`src/sv/bbs_pkg.sv`:
```
// ----------------------------------------------------------------------------
// bbs_pkg: shared definitions for the breakpoint binary search unit
// Field widths, item kinds and sequencer states used by the search unit.
// ----------------------------------------------------------------------------
package bbs_pkg;

  // Payload field widths.
  localparam int unsigned DATA_W    = 32;
  localparam int unsigned ENTRY_W   = 4;
  localparam int unsigned RESULT_W  = 5;
  localparam int unsigned IN_TDATA_W  = 40;
  localparam int unsigned OUT_TDATA_W = 8;

  // Result code for a value below entry 0.
  localparam logic [RESULT_W-1:0] NOT_FOUND = 5'h1F;

  // Item kinds carried in tuser.
  typedef enum logic {
    ACT_WRITE  = 1'b0,
    ACT_SEARCH = 1'b1
  } bbs_action_e;

  // Search sequencer states.
  typedef enum logic [1:0] {
    ST_IDLE,
    ST_CHECK0,
    ST_PROBE,
    ST_HOLD
  } bbs_state_e;

endpackage

```
`src/sv/bbs_ram.sv`:
```
// ----------------------------------------------------------------------------
// bbs_ram: generic simple dual-port RAM
// One write port and one read port with registered read data.
// ----------------------------------------------------------------------------
module bbs_ram #(
  parameter int unsigned WIDTH = 32,
  parameter int unsigned DEPTH = 16
) (
  input  logic                     clk_i,
  input  logic                     we_i,
  input  logic [$clog2(DEPTH)-1:0] waddr_i,
  input  logic [WIDTH-1:0]         wdata_i,
  input  logic [$clog2(DEPTH)-1:0] raddr_i,
  output logic [WIDTH-1:0]         rdata_o
);

  logic [WIDTH-1:0] mem_q [DEPTH];
  logic [WIDTH-1:0] rdata_q;

  always_ff @(posedge clk_i) begin
    if (we_i) begin
      mem_q[waddr_i] <= wdata_i;
    end
    rdata_q <= mem_q[raddr_i];
  end

  assign rdata_o = rdata_q;

endmodule

```
`src/sv/breakpoint_binary_search_unit.sv`:
```
// ----------------------------------------------------------------------------
// breakpoint_binary_search_unit: floor search over a sorted breakpoint table
// Holds a table of signed Q16.16 breakpoints loaded by write items and
// returns, for each search item, the highest index whose entry is less than
// or equal to the searched value, or -1 when the value is below entry 0.
// ----------------------------------------------------------------------------
//
//  Channel   Direction  Payload (lowest bit first)
//  -------   ---------  ---------------------------------------------------
//  s_axis    in         tuser: action; tdata: entry_index[3:0],
//                       data_value[35:4], zero fill [39:36]
//  m_axis    out        tdata: found_index[4:0], zero fill [7:5]
//
// A write item is written into the table RAM at the transfer, and the unit
// stays ready for the next item. A search item first reads entry 0 for the
// below-table check, then makes one RAM read and one signed compare per
// index bit through the single compare unit before its result is registered
// at the output. The unit takes no new item while a search runs. A finished
// result that finds the output register still occupied waits in place until
// the downstream side takes the earlier one. Reset returns the sequencer to
// idle and empties the output register; table contents are kept as
// undefined until written.
module breakpoint_binary_search_unit #(
  parameter int unsigned TABLE_SIZE = 16
) (
  input  logic                               clk_i,
  input  logic                               rst_ni,
  // Input stream.
  input  logic                               s_axis_tvalid_i,
  output logic                               s_axis_tready_o,
  // tdata: entry_index[3:0], data_value[35:4], zero [39:36]
  input  logic [bbs_pkg::IN_TDATA_W-1:0]     s_axis_tdata_i,
  // tuser: action (0 write, 1 search)
  input  logic                               s_axis_tuser_i,
  // Result stream.
  output logic                               m_axis_tvalid_o,
  input  logic                               m_axis_tready_i,
  // tdata: found_index[4:0], zero [7:5]
  output logic [bbs_pkg::OUT_TDATA_W-1:0]    m_axis_tdata_o
);

  import bbs_pkg::*;

  localparam int unsigned IDX_W = $clog2(TABLE_SIZE);
  localparam logic [IDX_W-1:0] TOP_BIT = IDX_W'(TABLE_SIZE / 2);

  // Unpacked input fields.
  logic [ENTRY_W-1:0] in_entry;
  logic [DATA_W-1:0]  in_value;
  logic               in_xfer;

  // Sequencer and search state.
  bbs_state_e        state_q, state_d;
  logic [IDX_W-1:0]  idx_q, idx_d;        // index built so far
  logic [IDX_W-1:0]  bit_q, bit_d;        // index bit under trial
  logic              zero_le_q, zero_le_d; // entry 0 <= value
  logic [DATA_W-1:0] value_q, value_d;    // searched value

  // The unit only takes items while the sequencer is idle.
  assign s_axis_tready_o = (state_q == ST_IDLE);

  assign in_entry = s_axis_tdata_i[ENTRY_W-1:0];
  assign in_value = s_axis_tdata_i[ENTRY_W+DATA_W-1:ENTRY_W];
  assign in_xfer  = s_axis_tvalid_i && s_axis_tready_o;

  // Output register.
  logic                out_valid_q, out_valid_d;
  logic [RESULT_W-1:0] out_data_q, out_data_d;
  logic                out_free;

  // Table RAM ports.
  logic              ram_we;
  logic [IDX_W-1:0]  ram_waddr;
  logic [IDX_W-1:0]  ram_raddr;
  logic [DATA_W-1:0] ram_rdata;

  // Shared compare unit: table entry read this cycle against the value.
  logic              entry_le;
  logic [IDX_W-1:0]  probe;
  logic [31:0]       entry_mask;
  logic [31:0]       idx_wide;

  assign entry_le = $signed(ram_rdata) <= $signed(value_q);
  assign probe    = idx_q | bit_q;
  assign out_free = !out_valid_q || m_axis_tready_i;

  // The write position is the entry field masked to the table size; a
  // power-of-two table keeps every masked position in range.
  assign entry_mask = 32'(in_entry) & 32'(TABLE_SIZE - 1);
  assign ram_waddr  = entry_mask[IDX_W-1:0];
  assign ram_we     = in_xfer && (s_axis_tuser_i == ACT_WRITE);

  bbs_ram #(
    .WIDTH (DATA_W),
    .DEPTH (TABLE_SIZE)
  ) u_table (
    .clk_i   (clk_i),
    .we_i    (ram_we),
    .waddr_i (ram_waddr),
    .wdata_i (in_value),
    .raddr_i (ram_raddr),
    .rdata_o (ram_rdata)
  );

  // Result code: the built index, or not-found when nothing was at or below
  // the value (index zero and entry 0 above the value).
  assign idx_wide = 32'(idx_d);

  always_comb begin
    state_d     = state_q;
    idx_d       = idx_q;
    bit_d       = bit_q;
    zero_le_d   = zero_le_q;
    value_d     = value_q;
    out_valid_d = out_valid_q && !m_axis_tready_i;
    out_data_d  = out_data_q;
    ram_raddr   = '0;

    unique case (state_q)
      ST_IDLE: begin
        if (in_xfer && (s_axis_tuser_i == ACT_SEARCH)) begin
          // Start by reading entry 0 for the below-table check.
          value_d   = in_value;
          ram_raddr = '0;
          state_d   = ST_CHECK0;
        end
      end

      ST_CHECK0: begin
        zero_le_d = entry_le;
        idx_d     = '0;
        bit_d     = TOP_BIT;
        ram_raddr = TOP_BIT;
        state_d   = ST_PROBE;
      end

      ST_PROBE: begin
        // Keep the probed bit when its entry is at or below the value.
        if (entry_le) begin
          idx_d = probe;
        end
        bit_d     = bit_q >> 1;
        ram_raddr = idx_d | bit_d;
        if (bit_d == '0) begin
          if (out_free) begin
            out_valid_d = 1'b1;
            out_data_d  = (idx_d != '0 || zero_le_q) ? idx_wide[RESULT_W-1:0]
                                                     : NOT_FOUND;
            state_d     = ST_IDLE;
          end else begin
            state_d = ST_HOLD;
          end
        end
      end

      ST_HOLD: begin
        // Finished result waits for the output register to drain.
        if (out_free) begin
          out_valid_d = 1'b1;
          out_data_d  = (idx_d != '0 || zero_le_q) ? idx_wide[RESULT_W-1:0]
                                                   : NOT_FOUND;
          state_d     = ST_IDLE;
        end
      end

      default: begin
        state_d = ST_IDLE;
      end
    endcase
  end

  always_ff @(posedge clk_i or negedge rst_ni) begin
    if (!rst_ni) begin
      state_q     <= ST_IDLE;
      idx_q       <= '0;
      bit_q       <= '0;
      zero_le_q   <= 1'b0;
      out_valid_q <= 1'b0;
    end else begin
      state_q     <= state_d;
      idx_q       <= idx_d;
      bit_q       <= bit_d;
      zero_le_q   <= zero_le_d;
      out_valid_q <= out_valid_d;
    end
  end

  always_ff @(posedge clk_i) begin
    value_q    <= value_d;
    out_data_q <= out_data_d;
  end

  assign m_axis_tvalid_o = out_valid_q;
  assign m_axis_tdata_o  = {{(OUT_TDATA_W - RESULT_W){1'b0}}, out_data_q};

endmodule
```
`config.mk`:
```
export PLATFORM = sky130hd
export DESIGN_NAME = breakpoint_binary_search_unit
export DESIGN_NICKNAME = d
export VERILOG_FILES = /design/src/sv/bbs_pkg.sv /design/src/sv/bbs_ram.sv /design/src/sv/breakpoint_binary_search_unit.sv
export SDC_FILE = /design/constraint.sdc
export NUM_CORES = 1
export LEC_CHECK = 0
export ABC_CLOCK_PERIOD_IN_PS = 4550
export BUFFER_PORTS_ARGS = -buffer_cell sky130_fd_sc_hd__buf_2
export CAP_MARGIN = 20
export CORE_MARGIN = 2
export CORE_UTILIZATION = 50
export CTS_CLUSTER_DIAMETER = 120
export DETAILED_ROUTE_END_ITERATION = 10
export PLACE_DENSITY = 0.66
export SLEW_MARGIN = 30
export SYNTH_ARGS = -nofsm -noshare
export SYNTH_HDL_FRONTEND = slang
export SYNTH_SLANG_ARGS = --single-unit
```
`constraint.sdc`:
```
create_clock -name clk_i -period 4.55 [get_ports clk_i]
set_input_delay 0.455 -clock clk_i [delete_from_list [all_inputs] [get_ports clk_i]]
set_output_delay 0.455 -clock clk_i [all_outputs]
set_load 0.05 [all_outputs]
```
# Word-level counts from Yosys, hierarchy flattened
# Memories as Yosys holds them, arrays and structs flattened. A register that Yosys moved wholly into a read port is not among the register bits.
# Cells that the tools add are included.
# word_totals
ff_bits	49
ram_bits	512
mem_count	1
# op_classes
magnitude_cmp	1
n_eq_ne	7
n_mux	21
n_bitwise	3
reduce_logical	18
# memory_table
memory	depth	word_bits	rd	rd_clocked_by_memory_dff	wr	line_no	rtl
u_table.mem_q	16	32	1	1	1	bbs_ram.sv:17	logic [WIDTH-1:0] mem_q [DEPTH];
# ops
op	count
32-bit less-or-equal comparator	1
5-bit two-way mux	5
4-bit case mux with 2 select lines	3
5-bit case mux with 2 select lines	1
2-bit two-way mux	4
4-bit two-way mux	2
2-bit case mux with 4 select lines	1
4-bit nonzero test	2
2-bit != test, second input constant	3
2-bit == test, second input constant	2
1-bit logical AND	4
4-bit zero test	1
1-bit two-way mux	4
4-bit by 3-bit OR with 4-bit output	1
4-bit OR	1
4-bit AND reduction	1
2-bit nonzero test	2
1-bit logical OR	3
3-bit AND reduction	1
2-bit by 1-bit == test with 1-bit output, second input constant	1
1-bit zero test	2
2-bit zero test	1
2-bit by 1-bit != test with 1-bit output, second input constant	1
1-bit case mux with 2 select lines	1
other kinds (2)	2

# Depth between registers and ports, before layout
# Gate-level depths: netlist (run 1).
# depth
depth_word	9
mapped_depth	14
mapped_depth_nobuf	12

# Modules after synthesis
# Synthesis (run 1) repeated with hierarchy kept, for this count alone.
# hier_totals
cells_unflattened	1081
area_unflattened_um2	22516.6
# by_module_without_submodules
module	instances	cells_each	area_per_inst_um2
bbs_ram	1	838	19835.3
breakpoint_binary_search_unit	1	243	2681.3

# Worst setup path before layout (run 1)
# Ideal clock, no wire load.
# synth_path
path_kind	register to register
from	register state_q[0]
to	memory u_table.mem_q[0][0], enable pin
setup_time_ps	461
arrival_ps	3819
t_required_ps	4089
slack_ps	270
stages_incl_launch_ff	6
n_path_buf	0
period_less_slack_ps	4280
cell_sequence	dfrtp_1 -> inv_1 -> ha_1 -> nand2_1 -> or4_1 -> nor3_1
# synth_via
elab_chain_cells	5
# synth_rtl
element	line_no	rtl
start: declaration	breakpoint_binary_search_unit.sv:53	bbs_state_e state_q, state_d;
start signal: assignment	breakpoint_binary_search_unit.sv:180	state_q <= state_d;
2-bit zero test	breakpoint_binary_search_unit.sv:60	assign s_axis_tready_o = (state_q == ST_IDLE);
net s_axis_tready_o	breakpoint_binary_search_unit.sv:30	output logic s_axis_tready_o,
1-bit logical AND	breakpoint_binary_search_unit.sv:64	assign in_xfer = s_axis_tvalid_i && s_axis_tready_o;
1-bit logical AND	breakpoint_binary_search_unit.sv:91	assign ram_we = in_xfer && (s_axis_tuser_i == ACT_WRITE);
1-bit two-way mux	bbs_ram.sv:21	if (we_i) begin
1-bit two-way mux (not written as such)	bbs_ram.sv:22	mem_q[waddr_i] <= wdata_i;
end: declaration	bbs_ram.sv:17	
# The timed path passes the listed nets, and every way through them passes these cells.

# Worst setup path after layout (run 1)
# layout_path
from	register value_q[21]
to	register u_table.rdata_q[18] (netlist: u_table.rdata_o[18]) (read register of u_table.mem_q)
# layout_via
elab_chain_cells	5
# layout_rtl
element	line_no	rtl
start: declaration	breakpoint_binary_search_unit.sv:57	logic [DATA_W-1:0] value_q, value_d;
start signal: assignment	breakpoint_binary_search_unit.sv:189	value_q <= value_d;
32-bit less-or-equal comparator	breakpoint_binary_search_unit.sv:83	assign entry_le = $signed(ram_rdata) <= $signed(value_q);
4-bit two-way mux	breakpoint_binary_search_unit.sv:139	if (entry_le) begin
4-bit two-way mux	breakpoint_binary_search_unit.sv:119	unique case (state_q)
4-bit by 3-bit OR with 4-bit output	breakpoint_binary_search_unit.sv:143	ram_raddr = idx_d | bit_d;
4-bit case mux with 2 select lines	breakpoint_binary_search_unit.sv:119	
end: declaration	bbs_ram.sv:18	logic [WIDTH-1:0] rdata_q;
# No other way between the ends. The select of a mux whose other input is x is not followed.
# A chain may end at the register's enable or synchronous reset.

==> results.cfg, run 1 <==
[run_status]
status = completed

[clocking]
cts_buffers = 58
htreeDepth = 2
clk_latency_ns = 0.60
postCtsSetupRepairBufs = 0
ctsResizeCount = 0
path_clk_slew_ns = 0.06
clock_sink_count = 593
root_buffer = clkbuf_16
clockBufferDepth = 3
cts_tree = built

[yosys]
synth_mux_area_frac = 0.125
synth_area_leaders = edfxtp_1 72%, mux2i_1 13%, dfxtp_1 2.8%, ha_1 2.0%, o22ai_1 1.8%
synth-async-reset-ratio = 0.0202
yosysWarnings = 0
syn_area_per_cell_um2 = 17.7
synth.top_cell.area_share = 0.715
synth_xor_xnor_area_share = 0
seq_area_frac_synth = 0.756
synthFlopType = edfxtp_1
synth-simple-area-share = 0.0176
synth-edff-count = 549
yosysUniqueCellTypes = 48
synth_adder_area_share = 0.0195
synth_top_area_cell = edfxtp_1
syn_area_um2 = 23000
ys_ff_latch = 593
netlist_instances = 1299
synth_top_family_by_area = multiplexers
synth_compound_area_frac = 0.0590

[sta]
fmax_ghz = 0.257
hold_violations = 0
totalNegativeSetupSlack_ns = 0
slew_headroom = 0.351
fin_crit_sh = 0.854
setup_ws_ns = 0.662
finalClockSkew_ns = 0.0216
setup_viol = 0
period_needed_ns = 3.89
worst_pin_slew_ns = 0.972
finalMaxSlewViolations = 0
rsz0062_at_grt = no

[drt]
wire_per_inst_um = 24.0
antenna_left = 0
num_vias = 11800
drt-vias-per-instance = 5.81
drt-pass1-iter-count = 5
first_iter_violations = 1140
drt-total-wl_um = 48900
drc_errors = 0

[critical_path]
worstPathRequired_ns = 4.99
r2r_cells = 12
timing.rr.end = u_table.rdata_o[18]$_DFF_P_
worstSetupPathType = flop to flop
cp-end-kind = flop
r2r_slack_ns = 0.66
cp_max_fo = 35
reg2reg_from = value_q[21]$_DFFE_PP_
crit_arrival_ns = 4.33
crit_path_start_kind = flop

[power_and_ir_drop]
powerDensity_nw_per_um2 = 504
p_leak_nw = 10.5
vdd_drop_max_mv = 0.312

[cells_and_area]
area_growth_pct = 13.9
nets = 1471
final_cell_mix = 549 x edfxtp_1, 288 x mux2i_1, 67 x o22ai_1
final_common_cell = edfxtp_1
drive_above_1_share = 0.134
diodes = 0
layoutNonFillerInstCount = 2038

[global_routing]
gr-total-overflow = 0
grt_pass1_vias = 11800
grt_pass1_wl_um = 73000
grt_antenna_before_repair = 2
grt_start_max_net_pins = 50
grt_use_total = 0.208

[floorplanning]
io_pins = 55
rows = 78
dieWidth_um = 219
die_h_um = 219
coreArea_um2 = 45500
die_area_um2 = 47800
floorplan.initialDensity = 0.507

[placement]
place.gp.congestion = 0.820
dp_hpwl_um = 27100
place_inst = 1929
pre_cts_slack_ns = 0.682
port_buffers = 47

[job]
drv_cap = 0

[min_path]
hp-class = input port to flop
min_to = u_table.mem_q[5][6]$_DFFE_PP_
hp-start = s_axis_tdata_i[10]
hold_path_depth = 1
==> cell families (layout without fill, tap and decap cells) <==
logic type      count (synthesis)  in the layout
compound gates                191            191
simple gates                   86             86
mux                           288            288
buf+inv                       104            241
fa+ha+maj                      36             36
other cells                     1              3
flops                         593            593
==> area by class of cell <==
class	instances	area [um2]
clock inverter	25	299
sequential	593	17400
inverter	44	165
fill	3458	19200
timing repair buffer	89	728
tap	600	751
multi-input combinational	604	5270
clock buffer	83	1600
==> power breakdown <==
| part | internal, mW | switching, mW | total (mW) |
|---|---|---|---|
| sequential | 6.26 | 0.119 | 6.38 |
| combinational | 0.784 | 1.32 | 2.11 |
| clock | 2.83 | 1.93 | 4.75 |
==> cell usage after synthesis (3+ instances only) <==
master / n
mux2i_1: 288
a21oi_1: 20
and2_1: 3
nor2_1: 28
nand4_1: 6
a21o_1: 5
o22ai_1: 67
nand3_1: 5
nor3_1: 7
a31oi_1: 4
dfxtp_1: 32
o211ai_1: 3
o21ai_0: 7
dfrtp_1: 12
ha_1: 36
nand2_1: 22
buf_2: 6
nor2b_1: 4
o21ai_1: 3
clkbuf_1: 25
a211oi_1: 32
inv_1: 44
o221ai_1: 32
edfxtp_1: 549
buf_4: 27
o2111ai_1: 3
==> worst max-delay path, stage by stage (launching register included) <==
cell and delay (ns):
edfxtp_1 0.32, inv_1 0.05, ha_1 0.29, nand4_1 0.24, or4_1 0.64, o2111a_1 0.30, o41ai_4 0.35, buf_12 0.28
buf_12 0.29, mux2i_1 0.22, mux2i_1 0.11, a211oi_1 0.40, o221ai_1 0.19
==> stage by stage <==
step / power, mW / hold slack (ns) / area, um2 / utilization
3_5_place_dp: 8.58 / 0.348 / 24300 / 0.535
3_3_place_gp: 8.53 / 0.339 / 24300 / 0.535
2_1_floorplan: 7.88 / 0.159 / 23000 / -
6_report: 13.2 / 0.235 / 26200 / 0.577
4_1_cts: 13.3 / 0.206 / 26200 / 0.577
5_1_grt: 13.7 / 0.218 / 26200 / 0.577
==> worst max-delay path by stage <==
| stage | from | cells after the start | endpoint | slack (ns) |
|---|---|---|---|---|
| 4_1_cts | value_q[21]$_DFFE_PP_ | 12 | u_table.rdata_o[18]$_DFF_P_ | 0.66 |
| 2_1_floorplan | state_q[0]$_DFFE_PN0P_ | 5 | u_table.mem_q[0][0]$_DFFE_PP_ | 0.27 |
| 3_5_place_dp | value_q[21]$_DFFE_PP_ | 12 | u_table.rdata_o[18]$_DFF_P_ | 0.68 |
| 3_3_place_gp | value_q[23]$_DFFE_PP_ | 12 | u_table.rdata_o[14]$_DFF_P_ | 0.73 |
| 5_1_grt | value_q[21]$_DFFE_PP_ | 12 | u_table.rdata_o[18]$_DFF_P_ | 0.50 |
| 6_report | value_q[21]$_DFFE_PP_ | 12 | u_table.rdata_o[18]$_DFF_P_ | 0.66 |
==> flip-flops by register name (all words and copies together), names as in the netlist <==
| signal | flops |
|---|---|
| idx_q | 4 |
| bit_q | 4 |
| out_data_q | 5 |
| u_table.rdata_o | 32 |
| m_axis_tvalid_o | 1 |
| zero_le_q | 1 |
| u_table.mem_q | 512 |
| value_q | 32 |
| state_q | 2 |
==> what timing repair did <==
action | 4_1_cts | 5_1_grt
hold endpoints to repair | 12 | 0
hold buffers | 1 | 0
setup endpoints to repair | 0 | 0
==> metal layers <==
layer | track usage | vias to the layer above | part of all wire
met5 | 0 | - | 0.00043
met4 | 0.0615 | 4 | 0.022
met3 | 0.0409 | 84 | 0.067
met2 | 0.322 | 385 | 0.46
met1 | 0.302 | 6005 | 0.45
li1 | - | 5362 | -
(Power assumes the default switching activity.)
==> inputs of run 2 (changes only) <==
Settings changed: CORE_UTILIZATION 50 to 62, PLACE_DENSITY 0.66 to 0.79.
==> run 2 against run 1 <==
Compared with the run above:
- total power shrank 3.4%
- non-clock buffer count is 8 higher
- critical path type unchanged
- cell area decreased by 1.3%
- clock-buffer cell count decreased by 9
- global-route usage rose by 4.6 points
- setup slack got worse by 0.19 ns
- largest power group unchanged
==> results.cfg, run 2 (synthesis gave the netlist of run 1 again) <==
[cells_and_area]
largest-register = u_table.mem_q
nets = 1476
drive_above_1_share = 0.134
final_cell_mix = 549 x edfxtp_1, 288 x mux2i_1, 67 x o22ai_1
design_area_um2 = 25900
area_growth_pct = 12.4
largest_register_ffs = 512
final_common_cell = edfxtp_1
num-fill-cells = 2216

[placement]
place_area_um2 = 24200
port_buffers = 47
dp_hpwl_um = 26400
pre_cts_slack_ns = 0.619
place.gp.congestion = 0.827

[min_path]
hold_path_depth = 1
hp-class = input port to flop
hp-start = s_axis_tdata_i[29]
min_to = u_table.mem_q[5][25]$_DFFE_PP_

[critical_path]
cp_slowest_cell = a31o_2
worstSetupPathType = flop to flop
reg2reg_from = value_q[5]$_DFFE_PP_
r2r_slack_ns = 0.48
cp_max_fo = 16
crit_path_start_kind = flop
r2r_cells = 12
slowest_delay_ns = 0.67
path_cells = inv_1, ha_1, a21oi_1, o21a_1, o221ai_1, a221oi_2, o211ai_1, nand2_1, a31o_2, nand2_1, buf_4, o221ai_1
worstPathRequired_ns = 5.04
cp-end-kind = flop
timing.rr.end = u_table.rdata_o[15]$_DFF_P_
crit_arrival_ns = 4.56

[global_routing]
grt_pass1_wl_um = 72100
grt_pass1_vias = 12000
grt_antenna_before_repair = 3
grt_use_total = 0.254
grt_start_max_net_pins = 45
gr-total-overflow = 0

[drt]
wire_per_inst_um = 25.2
drt-total-wl_um = 48200
drt-vias-per-instance = 6.28
num_vias = 12000
route.met3.wl_um = 4330
first_iter_violations = 1358
drt-pass1-iter-count = 5
wl_met2_um = 22800
dr.max_layer_used = met5
antenna_left = 0
drc_errors = 0
met1_length_um = 19600

[clocking]
cts_tree = built
ctsResizeCount = 0
hold_buffers = 1
clock_sink_count = 593
postCtsSetupRepairBufs = 0
cts_buffers = 55
clk_latency_ns = 0.59
path_clk_slew_ns = 0.07
htreeDepth = 2
clockBufferDepth = 3
root_buffer = clkbuf_16

[run_status]
status = completed

[floorplanning]
coreArea_um2 = 36600
die_area_um2 = 38700
die_h_um = 197
rows = 70
dieWidth_um = 197
io_pins = 55
floorplan.initialDensity = 0.629

[sta]
finalClockSkew_ns = 0.0169
hold_violations = 0
finalMaxSlewViolations = 0
worst_pin_slew_ns = 0.957
rsz0062_at_grt = no
setup_ws_ns = 0.476
fin_crit_sh = 0.895
setup_viol = 0
slew_headroom = 0.362
fmax_ghz = 0.245
totalNegativeSetupSlack_ns = 0
period_needed_ns = 4.07

[job]
drv_cap = 0

[power_and_ir_drop]
powerDensity_nw_per_um2 = 494
vdd_drop_max_mv = 0.345
p_leak_nw = 10.4
-- run 2: report_power, final --
part / switching [mW] / internal [mW]
combinational: 1.29 / 0.777
clock: 1.89 / 2.45
sequential: 0.122 / 6.26
total: 3.30 / 9.49
-- run 2: how the worst max path moves through the flow --
stage	from	end	slack, ns
after global placement	value_q[5]$_DFFE_PP_	u_table.rdata_o[14]$_DFF_P_	0.69
final	value_q[5]$_DFFE_PP_	u_table.rdata_o[15]$_DFF_P_	0.48
after floorplan	state_q[0]$_DFFE_PN0P_	u_table.mem_q[0][0]$_DFFE_PP_	0.27
after detailed placement	value_q[5]$_DFFE_PP_	u_table.rdata_o[19]$_DFF_P_	0.62
after CTS	value_q[5]$_DFFE_PP_	u_table.rdata_o[15]$_DFF_P_	0.53
after global routing	value_q[5]$_DFFE_PP_	u_table.rdata_o[3]$_DFF_P_	0.33
-- run 2: per-stage QoR --
stage	instances	hold WS, ns	power [mW]	utilization
global route	1908	0.227	13.3	0.707
CTS	1906	0.212	12.8	0.707
detailed placement	1804	0.346	8.51	0.661
finish	1909	0.240	12.8	0.708
floorplan	1301	0.159	7.88	-
global placement	1802	0.339	8.45	0.659
-- run 2: worst max-delay path, delay by kind of cell (launching register included) --
kind	cells	cell delay, ns
simple gates	2	0.73
buf+inv	2	0.47
compound gates	7	2.13
flops	1	0.38
fa+ha+maj	1	0.24
-- run 2: per-layer routing --
metal  up-vias  GRT usage
met5         -          0
met2       508      0.402
met3       106     0.0539
li1       5371          -
met4         2     0.0849
met1      6000      0.359
-- run 2: area by class of cell --
class,count,area [um2],area share
flip-flops and latches,593,17400,0.673
multi-input cells,604,5260,0.203
clock buffers,74,1450,0.0559
repair buffers,97,778,0.0300
well taps,468,586,0.0226
clock inverters,27,231,0.00894
inverters,44,165,0.00638
diodes,2,5.00,0.000193
